<file path="src/rtl/o3d_pkg.sv">
`timescale 1ns / 1ps
`default_nettype none
package o3d_pkg;

  // Field widths
  localparam int COORD_BITS = 24;
  localparam int ID_BITS    = 16;

  // Datapath widths: differences, multiplier operands, minor and accumulator
  localparam int DIFF_W = COORD_BITS + 1;
  localparam int LO_W   = DIFF_W + 1;
  localparam int OPA_W  = DIFF_W + 2;
  localparam int PROD_W = OPA_W + DIFF_W;
  localparam int MIN_W  = PROD_W;
  localparam int ACC_W  = 3 * DIFF_W + 5;

  // Microprogram and sort sequencing
  localparam int NUM_OPS    = 32;
  localparam int PC_W       = $clog2(NUM_OPS);
  localparam int SORT_STEPS = 6;
  localparam int STEP_W     = $clog2(SORT_STEPS);

  // Point and axis names for the microprogram
  localparam logic [1:0] P0 = 2'd0;
  localparam logic [1:0] P1 = 2'd1;
  localparam logic [1:0] P2 = 2'd2;
  localparam logic [1:0] P3 = 2'd3;
  localparam logic [1:0] AX = 2'd0;
  localparam logic [1:0] AY = 2'd1;
  localparam logic [1:0] AZ = 2'd2;

  typedef enum logic [1:0] {SRC_DIFF, SRC_MLO, SRC_MHI} asrc_t;
  typedef enum logic {BSRC_DIFF, BSRC_ONE} bsrc_t;

  typedef enum logic [2:0] {
    ST_LOAD, ST_SORT, ST_OPND, ST_MUL, ST_ACC, ST_DONE
  } state_t;

  // One micro-op: A * B into the minor register or the accumulator
  typedef struct packed {
    asrc_t      a_src;
    logic [1:0] a_i;
    logic [1:0] a_j;
    logic [1:0] a_k;
    bsrc_t      b_src;
    logic [1:0] b_i;
    logic [1:0] b_j;
    logic [1:0] b_k;
    logic       to_min;
    logic       clr;
    logic       sub;
    logic       shift;
    logic       test;
    logic       neg;
  } uop_t;

  typedef struct packed {
    logic       ready;
    logic       sort_en;
    logic [1:0] sort_j;
    logic       opnd_en;
    logic       mul_en;
    logic       acc_en;
    logic       done;
    logic       pos;
    uop_t       uop;
  } ctl_t;

  // Difference times difference
  function automatic uop_t uop_dd(input logic [1:0] ai, input logic [1:0] aj,
                                  input logic [1:0] ak, input logic [1:0] bi,
                                  input logic [1:0] bj, input logic [1:0] bk,
                                  input logic to_min, input logic clr,
                                  input logic sub, input logic test,
                                  input logic neg);
    uop_t u;
    u.a_src  = SRC_DIFF;
    u.a_i    = ai;
    u.a_j    = aj;
    u.a_k    = ak;
    u.b_src  = BSRC_DIFF;
    u.b_i    = bi;
    u.b_j    = bj;
    u.b_k    = bk;
    u.to_min = to_min;
    u.clr    = clr;
    u.sub    = sub;
    u.shift  = 1'b0;
    u.test   = test;
    u.neg    = neg;
    return u;
  endfunction

  // Half of the stored minor times a difference, into the accumulator
  function automatic uop_t uop_md(input asrc_t src, input logic [1:0] bi,
                                  input logic [1:0] bj, input logic [1:0] bk,
                                  input logic clr, input logic sub,
                                  input logic test);
    uop_t u;
    u.a_src  = src;
    u.a_i    = P0;
    u.a_j    = P0;
    u.a_k    = AX;
    u.b_src  = BSRC_DIFF;
    u.b_i    = bi;
    u.b_j    = bj;
    u.b_k    = bk;
    u.to_min = 1'b0;
    u.clr    = clr;
    u.sub    = sub;
    u.shift  = (src == SRC_MHI);
    u.test   = test;
    u.neg    = 1'b0;
    return u;
  endfunction

  // Sign of a single difference
  function automatic uop_t uop_one(input logic [1:0] ai, input logic [1:0] aj,
                                   input logic [1:0] ak, input logic neg);
    uop_t u;
    u.a_src  = SRC_DIFF;
    u.a_i    = ai;
    u.a_j    = aj;
    u.a_k    = ak;
    u.b_src  = BSRC_ONE;
    u.b_i    = P0;
    u.b_j    = P0;
    u.b_k    = AX;
    u.to_min = 1'b0;
    u.clr    = 1'b1;
    u.sub    = 1'b0;
    u.shift  = 1'b0;
    u.test   = 1'b1;
    u.neg    = neg;
    return u;
  endfunction

  // Determinant by cofactors, then the perturbation cascade
  function automatic uop_t rom(input logic [PC_W-1:0] pc);
    uop_t u;
    unique case (pc)
      5'd0:  u = uop_dd(P0, P2, AY, P0, P3, AZ, 1'b1, 1'b1, 1'b0, 1'b0, 1'b0);
      5'd1:  u = uop_dd(P0, P2, AZ, P0, P3, AY, 1'b1, 1'b0, 1'b1, 1'b0, 1'b0);
      5'd2:  u = uop_md(SRC_MLO, P0, P1, AX, 1'b1, 1'b0, 1'b0);
      5'd3:  u = uop_md(SRC_MHI, P0, P1, AX, 1'b0, 1'b0, 1'b0);
      5'd4:  u = uop_dd(P0, P2, AX, P0, P3, AZ, 1'b1, 1'b1, 1'b0, 1'b0, 1'b0);
      5'd5:  u = uop_dd(P0, P2, AZ, P0, P3, AX, 1'b1, 1'b0, 1'b1, 1'b0, 1'b0);
      5'd6:  u = uop_md(SRC_MLO, P0, P1, AY, 1'b0, 1'b1, 1'b0);
      5'd7:  u = uop_md(SRC_MHI, P0, P1, AY, 1'b0, 1'b1, 1'b0);
      5'd8:  u = uop_dd(P0, P2, AX, P0, P3, AY, 1'b1, 1'b1, 1'b0, 1'b0, 1'b0);
      5'd9:  u = uop_dd(P0, P2, AY, P0, P3, AX, 1'b1, 1'b0, 1'b1, 1'b0, 1'b0);
      5'd10: u = uop_md(SRC_MLO, P0, P1, AZ, 1'b0, 1'b0, 1'b0);
      5'd11: u = uop_md(SRC_MHI, P0, P1, AZ, 1'b0, 1'b0, 1'b1);
      5'd12: u = uop_dd(P1, P2, AY, P1, P3, AZ, 1'b0, 1'b1, 1'b0, 1'b0, 1'b1);
      5'd13: u = uop_dd(P1, P3, AY, P1, P2, AZ, 1'b0, 1'b0, 1'b1, 1'b1, 1'b1);
      5'd14: u = uop_dd(P0, P2, AY, P0, P3, AZ, 1'b0, 1'b1, 1'b0, 1'b0, 1'b0);
      5'd15: u = uop_dd(P0, P3, AY, P0, P2, AZ, 1'b0, 1'b0, 1'b1, 1'b1, 1'b0);
      5'd16: u = uop_dd(P0, P1, AY, P0, P3, AZ, 1'b0, 1'b1, 1'b0, 1'b0, 1'b1);
      5'd17: u = uop_dd(P0, P3, AY, P0, P1, AZ, 1'b0, 1'b0, 1'b1, 1'b1, 1'b1);
      5'd18: u = uop_dd(P1, P2, AX, P1, P3, AZ, 1'b0, 1'b1, 1'b0, 1'b0, 1'b0);
      5'd19: u = uop_dd(P1, P3, AX, P1, P2, AZ, 1'b0, 1'b0, 1'b1, 1'b1, 1'b0);
      5'd20: u = uop_one(P2, P3, AZ, 1'b1);
      5'd21: u = uop_one(P1, P3, AZ, 1'b0);
      5'd22: u = uop_dd(P0, P2, AX, P0, P3, AZ, 1'b0, 1'b1, 1'b0, 1'b0, 1'b1);
      5'd23: u = uop_dd(P0, P3, AX, P0, P2, AZ, 1'b0, 1'b0, 1'b1, 1'b1, 1'b1);
      5'd24: u = uop_one(P0, P3, AZ, 1'b1);
      5'd25: u = uop_dd(P0, P1, AX, P0, P3, AZ, 1'b0, 1'b1, 1'b0, 1'b0, 1'b0);
      5'd26: u = uop_dd(P0, P3, AX, P0, P1, AZ, 1'b0, 1'b0, 1'b1, 1'b1, 1'b0);
      5'd27: u = uop_dd(P1, P2, AX, P1, P3, AY, 1'b0, 1'b1, 1'b0, 1'b0, 1'b1);
      5'd28: u = uop_dd(P1, P3, AX, P1, P2, AY, 1'b0, 1'b0, 1'b1, 1'b1, 1'b1);
      5'd29: u = uop_one(P2, P3, AY, 1'b0);
      5'd30: u = uop_one(P1, P3, AY, 1'b1);
      5'd31: u = uop_one(P2, P3, AX, 1'b1);
      default: u = uop_one(P2, P3, AX, 1'b1);
    endcase
    return u;
  endfunction

endpackage
`default_nettype wire

</file>
<file path="src/rtl/o3d_mac.sv">
`timescale 1ns / 1ps
`default_nettype none
module o3d_mac (
  input  wire logic                          clk,
  input  wire o3d_pkg::ctl_t                 ctl,
  input  wire logic signed [o3d_pkg::DIFF_W-1:0] a_diff,
  input  wire logic signed [o3d_pkg::DIFF_W-1:0] b_diff,
  output logic                               acc_nz,
  output logic                               acc_neg
);
  import o3d_pkg::*;

  logic signed [OPA_W-1:0]  opa_r;
  logic signed [DIFF_W-1:0] opb_r;
  logic signed [PROD_W-1:0] prod_r;
  logic signed [MIN_W-1:0]  min_r;
  logic signed [ACC_W-1:0]  acc_r;
  logic signed [OPA_W-1:0]  opa_nxt;
  logic signed [ACC_W-1:0]  prod_ext;
  logic signed [ACC_W-1:0]  term;
  logic signed [ACC_W-1:0]  acc_base;
  logic signed [ACC_W-1:0]  acc_nxt;
  logic signed [MIN_W-1:0]  min_base;
  logic signed [MIN_W-1:0]  min_nxt;

  // Pick the A operand: a difference or one half of the stored minor
  always_comb begin
    case (ctl.uop.a_src)
      SRC_DIFF: opa_nxt = {{(OPA_W-DIFF_W){a_diff[DIFF_W-1]}}, a_diff};
      SRC_MLO:  opa_nxt = {1'b0, min_r[LO_W-1:0]};
      SRC_MHI:  opa_nxt = {{(OPA_W-(MIN_W-LO_W)){min_r[MIN_W-1]}}, min_r[MIN_W-1:LO_W]};
      default:  opa_nxt = '0;
    endcase
  end

  // Add or subtract the product, shifted for the upper half
  always_comb begin
    prod_ext = {{(ACC_W-PROD_W){prod_r[PROD_W-1]}}, prod_r};
    term     = ctl.uop.shift ? (prod_ext <<< LO_W) : prod_ext;
    acc_base = ctl.uop.clr ? '0 : acc_r;
    acc_nxt  = ctl.uop.sub ? (acc_base - term) : (acc_base + term);
    min_base = ctl.uop.clr ? '0 : min_r;
    min_nxt  = ctl.uop.sub ? (min_base - prod_r) : (min_base + prod_r);
  end

  assign acc_nz  = |acc_nxt;
  assign acc_neg = acc_nxt[ACC_W-1];

  // Operand, product and accumulate stages
  always_ff @(posedge clk) begin
    if (ctl.opnd_en) begin
      opa_r <= opa_nxt;
      opb_r <= (ctl.uop.b_src == BSRC_ONE) ? DIFF_W'(1) : b_diff;
    end
    if (ctl.mul_en) begin
      prod_r <= opa_r * opb_r;
    end
    if (ctl.acc_en) begin
      if (ctl.uop.to_min) begin
        min_r <= min_nxt;
      end else begin
        acc_r <= acc_nxt;
      end
    end
  end

endmodule
`default_nettype wire

</file>
<file path="src/rtl/o3d_ctl.sv">
`timescale 1ns / 1ps
`default_nettype none
module o3d_ctl (
  input  wire logic   clk,
  input  wire logic   rst_n,
  input  wire logic   load_last,
  input  wire logic   out_free,
  input  wire logic   acc_nz,
  input  wire logic   acc_neg,
  output o3d_pkg::ctl_t ctl
);
  import o3d_pkg::*;

  localparam logic [PC_W-1:0]   LAST_PC   = PC_W'(NUM_OPS - 1);
  localparam logic [STEP_W-1:0] SORT_LAST = STEP_W'(SORT_STEPS - 1);

  state_t              state_r, state_nxt;
  logic [STEP_W-1:0]   step_r, step_nxt;
  logic [PC_W-1:0]     pc_r, pc_nxt;
  logic                pos_r, pos_nxt;
  logic [1:0]          sort_j;
  logic                hit;
  logic                last_op;
  uop_t                uop;

  assign uop     = rom(pc_r);
  assign hit     = !uop.to_min && uop.test && acc_nz;
  assign last_op = (pc_r == LAST_PC);

  // Bubble sort pass order: three, then two, then one compare
  always_comb begin
    unique case (step_r)
      3'd0, 3'd3, 3'd5: sort_j = 2'd0;
      3'd1, 3'd4:       sort_j = 2'd1;
      3'd2:             sort_j = 2'd2;
      default:          sort_j = 2'd0;
    endcase
  end

  // Next state
  always_comb begin
    state_nxt = state_r;
    unique case (state_r)
      ST_LOAD: if (load_last) state_nxt = ST_SORT;
      ST_SORT: if (step_r == SORT_LAST) state_nxt = ST_OPND;
      ST_OPND: state_nxt = ST_MUL;
      ST_MUL:  state_nxt = ST_ACC;
      ST_ACC:  state_nxt = (hit || last_op) ? ST_DONE : ST_OPND;
      ST_DONE: if (out_free) state_nxt = ST_LOAD;
      default: state_nxt = ST_LOAD;
    endcase
  end

  // Advance sort step and program counter, latch the sign
  always_comb begin
    step_nxt = step_r;
    pc_nxt   = pc_r;
    pos_nxt  = pos_r;
    unique case (state_r)
      ST_LOAD: step_nxt = '0;
      ST_SORT: begin
        step_nxt = step_r + 1'b1;
        pc_nxt   = '0;
      end
      ST_ACC: begin
        if (hit) begin
          pos_nxt = (acc_neg == uop.neg);
        end else if (last_op) begin
          pos_nxt = 1'b1;
        end else begin
          pc_nxt = pc_r + 1'b1;
        end
      end
      default: ;
    endcase
  end

  // Drive the datapath strobes
  always_comb begin
    ctl         = '0;
    ctl.uop     = uop;
    ctl.sort_j  = sort_j;
    ctl.pos     = pos_r;
    unique case (state_r)
      ST_LOAD: ctl.ready   = 1'b1;
      ST_SORT: ctl.sort_en = 1'b1;
      ST_OPND: ctl.opnd_en = 1'b1;
      ST_MUL:  ctl.mul_en  = 1'b1;
      ST_ACC:  ctl.acc_en  = 1'b1;
      ST_DONE: ctl.done    = out_free;
      default: ;
    endcase
  end

  always_ff @(posedge clk) begin
    if (!rst_n) begin
      state_r <= ST_LOAD;
      step_r  <= '0;
      pc_r    <= '0;
      pos_r   <= 1'b1;
    end else begin
      state_r <= state_nxt;
      step_r  <= step_nxt;
      pc_r    <= pc_nxt;
      pos_r   <= pos_nxt;
    end
  end

  a_opnd_mul: assert property (@(posedge clk) disable iff (!rst_n)
    state_r == ST_OPND |=> state_r == ST_MUL)
    else $error("operand stage not followed by multiply");

  a_sort_range: assert property (@(posedge clk) disable iff (!rst_n)
    state_r == ST_SORT |-> step_r <= SORT_LAST)
    else $error("sort step out of range");

  a_pc_hold: assert property (@(posedge clk) disable iff (!rst_n)
    (state_r == ST_OPND || state_r == ST_MUL) |=> $stable(pc_r))
    else $error("program counter moved mid-operation");

  a_done_exit: assert property (@(posedge clk) disable iff (!rst_n)
    (state_r == ST_DONE && out_free) |=> state_r == ST_LOAD)
    else $error("result delivered but block not back to loading");

endmodule
`default_nettype wire

</file>
<file path="src/rtl/orient3d_exact_perturbed.sv">
`timescale 1ns / 1ps
`default_nettype none
// Channel | Direction | Handshake          | Payload
// in_     | input     | in_valid/in_stall  | vertex_id[16], coord_x/y/z[24] signed
// out_    | output    | out_valid/out_stall| is_left[1], one per four requests
//
// The fourth accepted point request starts the test and the input stalls
// until it finishes. Sorting puts the points in id order, then each of up to
// 32 micro-ops passes the operand, multiply and accumulate states on the one
// shared multiply-accumulate unit; the test ends at the first nonzero test.
// Reset clears the point count and the sequencer. A stalled result holds;
// the next test waits only if its result is ready before the old one leaves.
module orient3d_exact_perturbed (
  input  wire logic                         clk,
  input  wire logic                         rst_n,
  input  wire logic                         in_valid,
  output logic                              in_stall,
  input  wire logic [o3d_pkg::ID_BITS-1:0]  in_vertex_id,
  input  wire logic signed [o3d_pkg::COORD_BITS-1:0] in_coord_x,
  input  wire logic signed [o3d_pkg::COORD_BITS-1:0] in_coord_y,
  input  wire logic signed [o3d_pkg::COORD_BITS-1:0] in_coord_z,
  output logic                              out_valid,
  input  wire logic                         out_stall,
  output logic                              out_is_left
);
  import o3d_pkg::*;

  ctl_t                     ctl;
  logic [1:0]               slot_r;
  logic                     odd_r;
  logic                     out_valid_r;
  logic                     out_is_left_r;
  logic [ID_BITS-1:0]       id_r [4];
  logic [COORD_BITS-1:0]    pt_r [4][3];
  logic                     in_acc;
  logic                     out_free;
  logic                     sort_swap;
  logic [COORD_BITS-1:0]    a_hi, a_lo, b_hi, b_lo;
  logic signed [DIFF_W-1:0] a_diff, b_diff;
  logic                     acc_nz, acc_neg;

  assign in_stall  = !ctl.ready;
  assign in_acc    = in_valid && ctl.ready;
  assign out_free  = !out_valid_r || !out_stall;
  assign out_valid   = out_valid_r;
  assign out_is_left = out_is_left_r;

  // Compare the pair under sort
  always_comb begin
    sort_swap = 1'b0;
    for (int j = 0; j < 3; j++) begin
      if (ctl.sort_j == 2'(j) && id_r[j] > id_r[j+1]) sort_swap = 1'b1;
    end
  end

  // Store points and swap them into id order
  always_ff @(posedge clk) begin
    if (in_acc) begin
      id_r[slot_r]    <= in_vertex_id;
      pt_r[slot_r][0] <= in_coord_x;
      pt_r[slot_r][1] <= in_coord_y;
      pt_r[slot_r][2] <= in_coord_z;
    end
    for (int j = 0; j < 3; j++) begin
      if (ctl.sort_en && sort_swap && ctl.sort_j == 2'(j)) begin
        id_r[j]   <= id_r[j+1];
        id_r[j+1] <= id_r[j];
        pt_r[j]   <= pt_r[j+1];
        pt_r[j+1] <= pt_r[j];
      end
    end
  end

  // Form the two differences the micro-op asks for
  always_comb begin
    a_hi   = pt_r[ctl.uop.a_j][ctl.uop.a_k];
    a_lo   = pt_r[ctl.uop.a_i][ctl.uop.a_k];
    b_hi   = pt_r[ctl.uop.b_j][ctl.uop.b_k];
    b_lo   = pt_r[ctl.uop.b_i][ctl.uop.b_k];
    a_diff = {a_hi[COORD_BITS-1], a_hi} - {a_lo[COORD_BITS-1], a_lo};
    b_diff = {b_hi[COORD_BITS-1], b_hi} - {b_lo[COORD_BITS-1], b_lo};
  end

  // Count points, track swap parity, hold the result
  always_ff @(posedge clk) begin
    if (!rst_n) begin
      slot_r      <= '0;
      odd_r       <= 1'b0;
      out_valid_r <= 1'b0;
    end else begin
      if (in_acc) slot_r <= slot_r + 1'b1;
      if (in_acc && slot_r == 2'd3) begin
        odd_r <= 1'b0;
      end else if (ctl.sort_en && sort_swap) begin
        odd_r <= !odd_r;
      end
      if (ctl.done) begin
        out_valid_r <= 1'b1;
      end else if (!out_stall) begin
        out_valid_r <= 1'b0;
      end
    end
  end

  always_ff @(posedge clk) begin
    if (ctl.done) out_is_left_r <= (ctl.pos != odd_r);
  end

  o3d_ctl u_ctl (
    .clk       (clk),
    .rst_n     (rst_n),
    .load_last (in_acc && slot_r == 2'd3),
    .out_free  (out_free),
    .acc_nz    (acc_nz),
    .acc_neg   (acc_neg),
    .ctl       (ctl)
  );

  o3d_mac u_mac (
    .clk     (clk),
    .ctl     (ctl),
    .a_diff  (a_diff),
    .b_diff  (b_diff),
    .acc_nz  (acc_nz),
    .acc_neg (acc_neg)
  );

endmodule
`default_nettype wire
</file>
<file path="config.mk">
export PLATFORM = sky130hd
export DESIGN_NAME = orient3d_exact_perturbed
export DESIGN_NICKNAME = d
export VERILOG_FILES = /design/src/rtl/o3d_pkg.sv /design/src/rtl/o3d_mac.sv /design/src/rtl/o3d_ctl.sv /design/src/rtl/orient3d_exact_perturbed.sv
export SDC_FILE = /design/constraint.sdc
export NUM_CORES = 2
export LEC_CHECK = 0
export BUFFER_PORTS_ARGS = -buffer_cell sky130_fd_sc_hd__buf_2
export CORE_MARGIN = 2
export CORE_UTILIZATION = 55
export DETAILED_ROUTE_END_ITERATION = 8
export MAX_ROUTING_LAYER = met4
export PLACE_DENSITY_LB_ADDON = 0.25
export SYNTH_ARGS = -nofsm -noshare
export SYNTH_HDL_FRONTEND = slang
export SYNTH_SLANG_ARGS = --single-unit
</file>
<file path="constraint.sdc">
create_clock -name clk -period 21.3 [get_ports clk]
set_clock_uncertainty 0.05 [all_clocks]
set_input_delay 2.13 -clock clk [delete_from_list [all_inputs] [get_ports clk]]
set_output_delay 2.13 -clock clk [all_outputs]
set_load 0.005 [all_outputs]
</file>
After elaboration in Yosys (flattened, before gate mapping)
Memory sizes are Yosys's and may differ from the RTL's. A register that Yosys moved wholly into a read port is not among the register bits.
Cells that the tools add are included.
{"block": "classes", "mux": 73, "multipliers": 1, "n_reduce_logical": 38, "magnitude_cmp": 5, "n_addsub": 9, "eq_ne": 23, "n_bitwise": 8}
{"cell": "72-bit 2-to-1 mux", "count": 5}
{"cell": "72-bit OR reduction", "count": 3}
{"cell": "24-bit binary-select mux with 2-bit select", "count": 4}
{"cell": "24-bit 2-to-1 mux", "count": 8}
{"cell": "80-bit 2-to-1 mux", "count": 2}
{"cell": "52-bit 2-to-1 mux", "count": 2}
{"cell": "27-bit case mux with 3 select lines", "count": 1}
{"cell": "80-bit by 78-bit adder with 80-bit output", "count": 1}
{"cell": "16-bit 2-to-1 mux", "count": 5}
{"cell": "80-bit OR reduction", "count": 1}
{"cell": "80-bit by 78-bit subtractor with 80-bit output", "count": 1}
{"cell": "77-bit 2-to-1 mux", "count": 1}
{"cell": "52-bit adder", "count": 1}
{"cell": "27-bit by 25-bit multiplier with 52-bit output", "count": 1}
{"cell": "52-bit subtractor", "count": 1}
{"cell": "24-bit by 24-bit subtractor with 25-bit output", "count": 2}
{"cell": "16-bit greater-than comparator", "count": 3}
{"cell": "16-bit OR reduction", "count": 3}
{"cell": "1-bit 2-to-1 mux", "count": 27}
{"cell": "5-bit 2-to-1 mux", "count": 4}
{"cell": "3-bit case mux with 6 select lines", "count": 1}
{"cell": "3-bit == test, second input constant", "count": 4}
{"cell": "2-bit 2-to-1 mux", "count": 6}
{"cell": "3-bit 2-to-1 mux", "count": 4}
{"cell": "28 further kinds", "count": 66}
{"block": "word_totals", "register_bits": 253, "mem_bits_ro": 640, "in_bits": 92, "out_inout_bits": 3, "word_cells": 173, "mem_bits_rw": 352, "memories": 3}
{"name": "(no name shown)", "depth": 32, "width": 20, "read_ports": 1, "rd_clocked_by_memory_dff": 1, "write_ports": 0, "line": "o3d_pkg.sv:141", "source": "unique case (pc)"}
{"name": "pt_r", "depth": 4, "width": 72, "read_ports": 8, "rd_clocked_by_memory_dff": 0, "write_ports": 2, "line": "orient3d_exact_perturbed.sv:34", "source": "logic [COORD_BITS-1:0] pt_r [4][3];"}
{"name": "id_r", "depth": 4, "width": 16, "read_ports": 4, "rd_clocked_by_memory_dff": 0, "write_ports": 2, "line": "orient3d_exact_perturbed.sv:33", "source": "logic [ID_BITS-1:0] id_r [4];"}

Logic depth before layout (Yosys ltp)
{"block": "depth", "word_depth": 15, "mapped_depth": 47, "depth_no_buf": 38}

By module
Synthesis repeated with hierarchy kept, for this count alone.
{"block": "unflattened", "hier_cells": 7261, "hier_area_um2": 74929.4}
{"mod": "o3d_mac", "cells_each": 4821, "area_each_um2": 43994.7, "n_inst": 1, "seq_area_each_um2": 7086.8}
{"mod": "orient3d_exact_perturbed", "cells_each": 2201, "area_each_um2": 28935.3, "n_inst": 1, "seq_area_each_um2": 10680.2}
{"mod": "o3d_ctl", "cells_each": 239, "area_each_um2": 1999.4, "n_inst": 1, "seq_area_each_um2": 620.6}

Least setup slack after synthesis
OpenSTA, ideal clock, no wires.
{"block": "synth_timing", "path_type": "register to register", "startpoint": "register u_ctl.uop[2] (netlist name)", "endpoint": "register u_ctl.uop[12] (netlist name)", "stages_incl_launch_ff": 45, "slack_ns": 11.650, "required_ns": 21.186, "n_path_buf": 10, "arrival_time_ns": 9.536, "setup_ns": 0.064, "period_less_slack_ns": 9.650, "path_cell_list": "dfxtp_1 > clkbuf_1 > buf_1 > buf_1 > clkbuf_1 > clkbuf_1 > clkbuf_1 > nor2_1 > inv_1 > ha_1 > clkbuf_1 > o21ai_0 > nor2_1 > and2_1 > nor2b_1 > nor2b_1 > and2_1 > nor2b_1 > [... 9 more ...] > o41ai_1 > o311a_1 > a21oi_1 > a221o_1 > nor3b_1 > or4_1 > nor4_1 > and4_1 > nand4_4 > nand2_4 > mux2i_4 > nor2_2 > inv_2 > ha_1 > clkbuf_1 > mux2i_1 > mux2_2 > nor2_1"}
{"block": "synth_between", "elab_chain_cells": 9, "word_cells_on_any_way": 10, "classes_between": "add/sub (2); eq/ne (1); mux (4); reduce/logical (3)"}
{"element": "77-bit 2-to-1 mux (*)", "line": "o3d_mac.sv:39", "source": "term = ctl.uop.shift ? (prod_ext <<< LO_W) : prod_ext;"}
{"element": "80-bit by 78-bit adder with 80-bit output or 80-bit by 78-bit subtractor with 80-bit output (tied branches)", "line": "o3d_mac.sv:41", "source": "acc_nxt = ctl.uop.sub ? (acc_base - term) : (acc_base + term);"}
{"element": "80-bit 2-to-1 mux (*)", "line": "o3d_mac.sv:41"}
{"element": "80-bit OR reduction (*)", "line": "o3d_mac.sv:46", "source": "assign acc_nz = |acc_nxt;"}
{"element": "1-bit logical AND (*)", "line": "o3d_ctl.sv:27", "source": "assign hit = !uop.to_min && uop.test && acc_nz;"}
{"element": "2-bit != test (no line) (*)"}
{"element": "3-bit AND reduction (no line) (*)"}
{"element": "5-bit 2-to-1 mux (no line) (*) (2 in a row)"}
Mark *: on every way between the ends. The rest lies on a longest branch, timed or not.
A chain may end at the register's enable or synchronous reset.

Worst setup path in the final report
{"block": "layout_timing", "startpoint": "register u_mac.prod_r[2]", "endpoint": "register u_ctl.uop[12] (netlist name)"}
{"block": "layout_between", "elab_chain_cells": 9, "word_cells_on_any_way": 10, "classes_between": "add/sub (2); eq/ne (1); mux (4); reduce/logical (3)"}
{"element": "start: declaration", "line": "o3d_mac.sv:15", "source": "logic signed [PROD_W-1:0] prod_r;"}
{"element": "start signal: assignment", "line": "o3d_mac.sv:56", "source": "prod_r <= opa_r * opb_r;"}
{"element": "77-bit 2-to-1 mux (*)", "line": "o3d_mac.sv:39"}
{"element": "80-bit by 78-bit adder with 80-bit output or 80-bit by 78-bit subtractor with 80-bit output (tied branches)", "line": "o3d_mac.sv:41"}
{"element": "80-bit 2-to-1 mux (*)", "line": "o3d_mac.sv:41"}
{"element": "80-bit OR reduction (*)", "line": "o3d_mac.sv:46"}
{"element": "1-bit logical AND (*)", "line": "o3d_ctl.sv:27"}
{"element": "2-bit != test (no line) (*)"}
{"element": "3-bit AND reduction (no line) (*)"}
{"element": "5-bit 2-to-1 mux (no line) (*) (2 in a row)"}
Marks and branches as above.

==> metrics.cfg <==
[floorplanning]
ios=95
dieWidth_um=368.7
core_um2=131800
die_area_um2=135900
initial_core_util_pct=55.50
placement_rows=133
dieHeight_um=368.7

[synthesis]
netlist.area_leader.share_pct=24.18
async_reset_ff_share_pct=0
synth.distinct_cells=103
syn_avg_cell_area_um2=9.957
synth_top_area_cell=edfxtp_1
synth.area.top_cells=edfxtp_1, fa_1, mux4_2
synth_flop_cell=edfxtp_1
yosysSeqAreaShare_pct=25.14
synth-edff-count=589
synth_cells=7346
syn_nets=8537
yosys_warnings=0
syn_area_um2=73150
ys_seq_elements=624

[setup_path]
path_delay_family=simple AND/OR/NAND/NOR gates
crit_path_end_kind=flop
reg2reg_depth=33
cpPeakStageDelay_ps=600
critical_path_arrival_ps=10650
cp_max_fo=10
cp_num_buf_inv=1
start_kind=flop
crit_slowest_cell=or4_4
criticalPathCategory=reg2reg
crit_cells=33
critPathRequiredTime_ps=21860
regToRegSetupSlack_ps=11210

[cts]
cts-root-buf=clkbuf_16
cts_buffers=77
cts_setup_buffers=0
insertion_delay_ps=700
hold_buffers=0
clk_pin_slew_ps=60
clk_path_buf_depth=3
cts_sinks=624
cts_repair_resize_count=0
cts_htree_levels=3
cts_tree=done

[final_layout]
finish.utilization_pct=58.89
finalNetCount=8372
seqCellArea_um2=18430
layout_commonest_cell=inv_1
final_area_um2=77620
mostFrequentLayoutCells=inv_1, nand2_1, fa_1
drive_gt1_share_pct=11.15
multi_input_area_um2=50290
nFillCells=11231
area_growth_pct=6.117

[placed_design]
dp_hpwl_um=155500
pre_cts_slack_ps=11300
numPortBuffers=94
place_area_um2=75040
gp_congestion=0.9802

[power]
max-vdd-ir-drop_v=0.00008097
leakagePower_nw=32.28
power_density_nw_per_um2=45.44

[global_route]
antenna_found_initial=32
grt_overflow=0
grt_use_total_pct=32.54
grt_start_max_net_pins=190
grt_pass1_vias=57604
grt_pass1_wl_um=333100

[sta]
setup_viol=0
fin_crit_sh_pct=47.37
max_slew_margin_pct=21.33
rsz0062_at_grt=no
fmax_mhz=99.11
worst_pin_slew_ps=1180
setup_tns_ps=0
hold_ws_ps=445.1
drv_slew=0
final_hold_viol_count=0
min_period_ps=10090
fin_ws_ps=11210

[routing]
drt_iter0_drc=4994
num_vias=56081
postRouteWirelength_um=213300
ant_nets=0
drt-wirelength-per-cell_um=23.63
drc=0
drt_first_pass_iters=7
via_per_inst=6.211

[run_status]
status=finished, final reports clean

[flow_run]
cap_violations=0

[hold_path]
hp-class=reg2reg
hold_path_depth=2

cell families (layout without fill, tap and decap cells):
family	Yosys count	in the layout	synth area share (%)
other cells	0	36	0
buf+inv	1203	1096	6.256
mux	705	705	14.06
fa+ha+maj	1099	1099	26.07
flops	624	624	25.14
simple gates	2118	2118	14.03
xor+xnor	298	298	3.568
compound gates	1299	1299	10.88
sequential cells by signal, summed over array words and instances, names as in the netlist, 5 cells and up:
signal        count
u_mac.acc_r      80
u_mac.opa_r      27
id_r             64
u_mac.prod_r     52
u_ctl.pc_r        5
u_mac.opb_r      25
u_ctl.uop        19
u_mac.min_r      52
pt_r            288
worst reg2reg max path, delay by kind of cell, from the launching register on:
kind,cells,cell delay [ps]
buffers and inverters,1,170
adder cells (fa/ha/maj),2,830
flip-flops,1,510
XOR/XNOR,1,170
AO/OA/AOI/OAI,9,2780
multiplexers,3,920
AND/OR/NAND/NOR,17,4570
power breakdown:
group	internal (mW)	switching (mW)
clock	0.757	0.584
combinational	0.288	0.425
sequential	1.42	0.0511
total	2.47	1.06
per-stage QoR:
step,power (mW),std cells
after floorplan,1.962,7346
after global placement,2.180,8857
after detailed placement,2.194,8857
after CTS,3.531,8994
after global routing,3.653,9027
final,3.527,9030
worst paths after layout:
path / start / to
setup / recovery: u_mac.prod_r[2] / u_ctl.uop[12]
hold / removal: out_valid / out_valid
setup reg to reg: u_mac.prod_r[2] / u_ctl.uop[12]
hold reg to reg: out_valid / out_valid
metal layers:
layer / up-vias / share of wire (%) / GRT usage (%)
met4: 0 / 4.9 / 14.47
met3: 519 / 8.0 / 5.291
li1: 25096 / - / -
met5: - / 0 / -
met1: 28070 / 38 / 39.47
met2: 2396 / 49 / 53.70
final cells by class:
cell class | count | share of cell area [%]
tap | 1755 | 2.829
clock buffer | 93 | 2.560
inverter | 759 | 3.670
clock inverter | 44 | 0.6448
sequential | 624 | 23.75
timing repair buffer | 200 | 1.647
multi-input combinational | 5519 | 64.78
antenna | 36 | 0.1161
synth_stat cells, drive strengths merged (31+ instances only):
master	n
nor3	88
edfxtp	589
and3	40
nor2	447
nand3	64
xnor2	202
nor2b	193
clkbuf	364
a31oi	51
buf	80
mux2	168
and2	278
nand2b	81
dfxtp	35
o21bai	31
inv	758
nand2	747
o21ai	310
a21oi	498
mux2i	298
o21a	32
nand4	42
nor4	31
a21o	115
mux4	239
xor2	96
ha	391
fa	708
(Power assumes the default switching activity.)
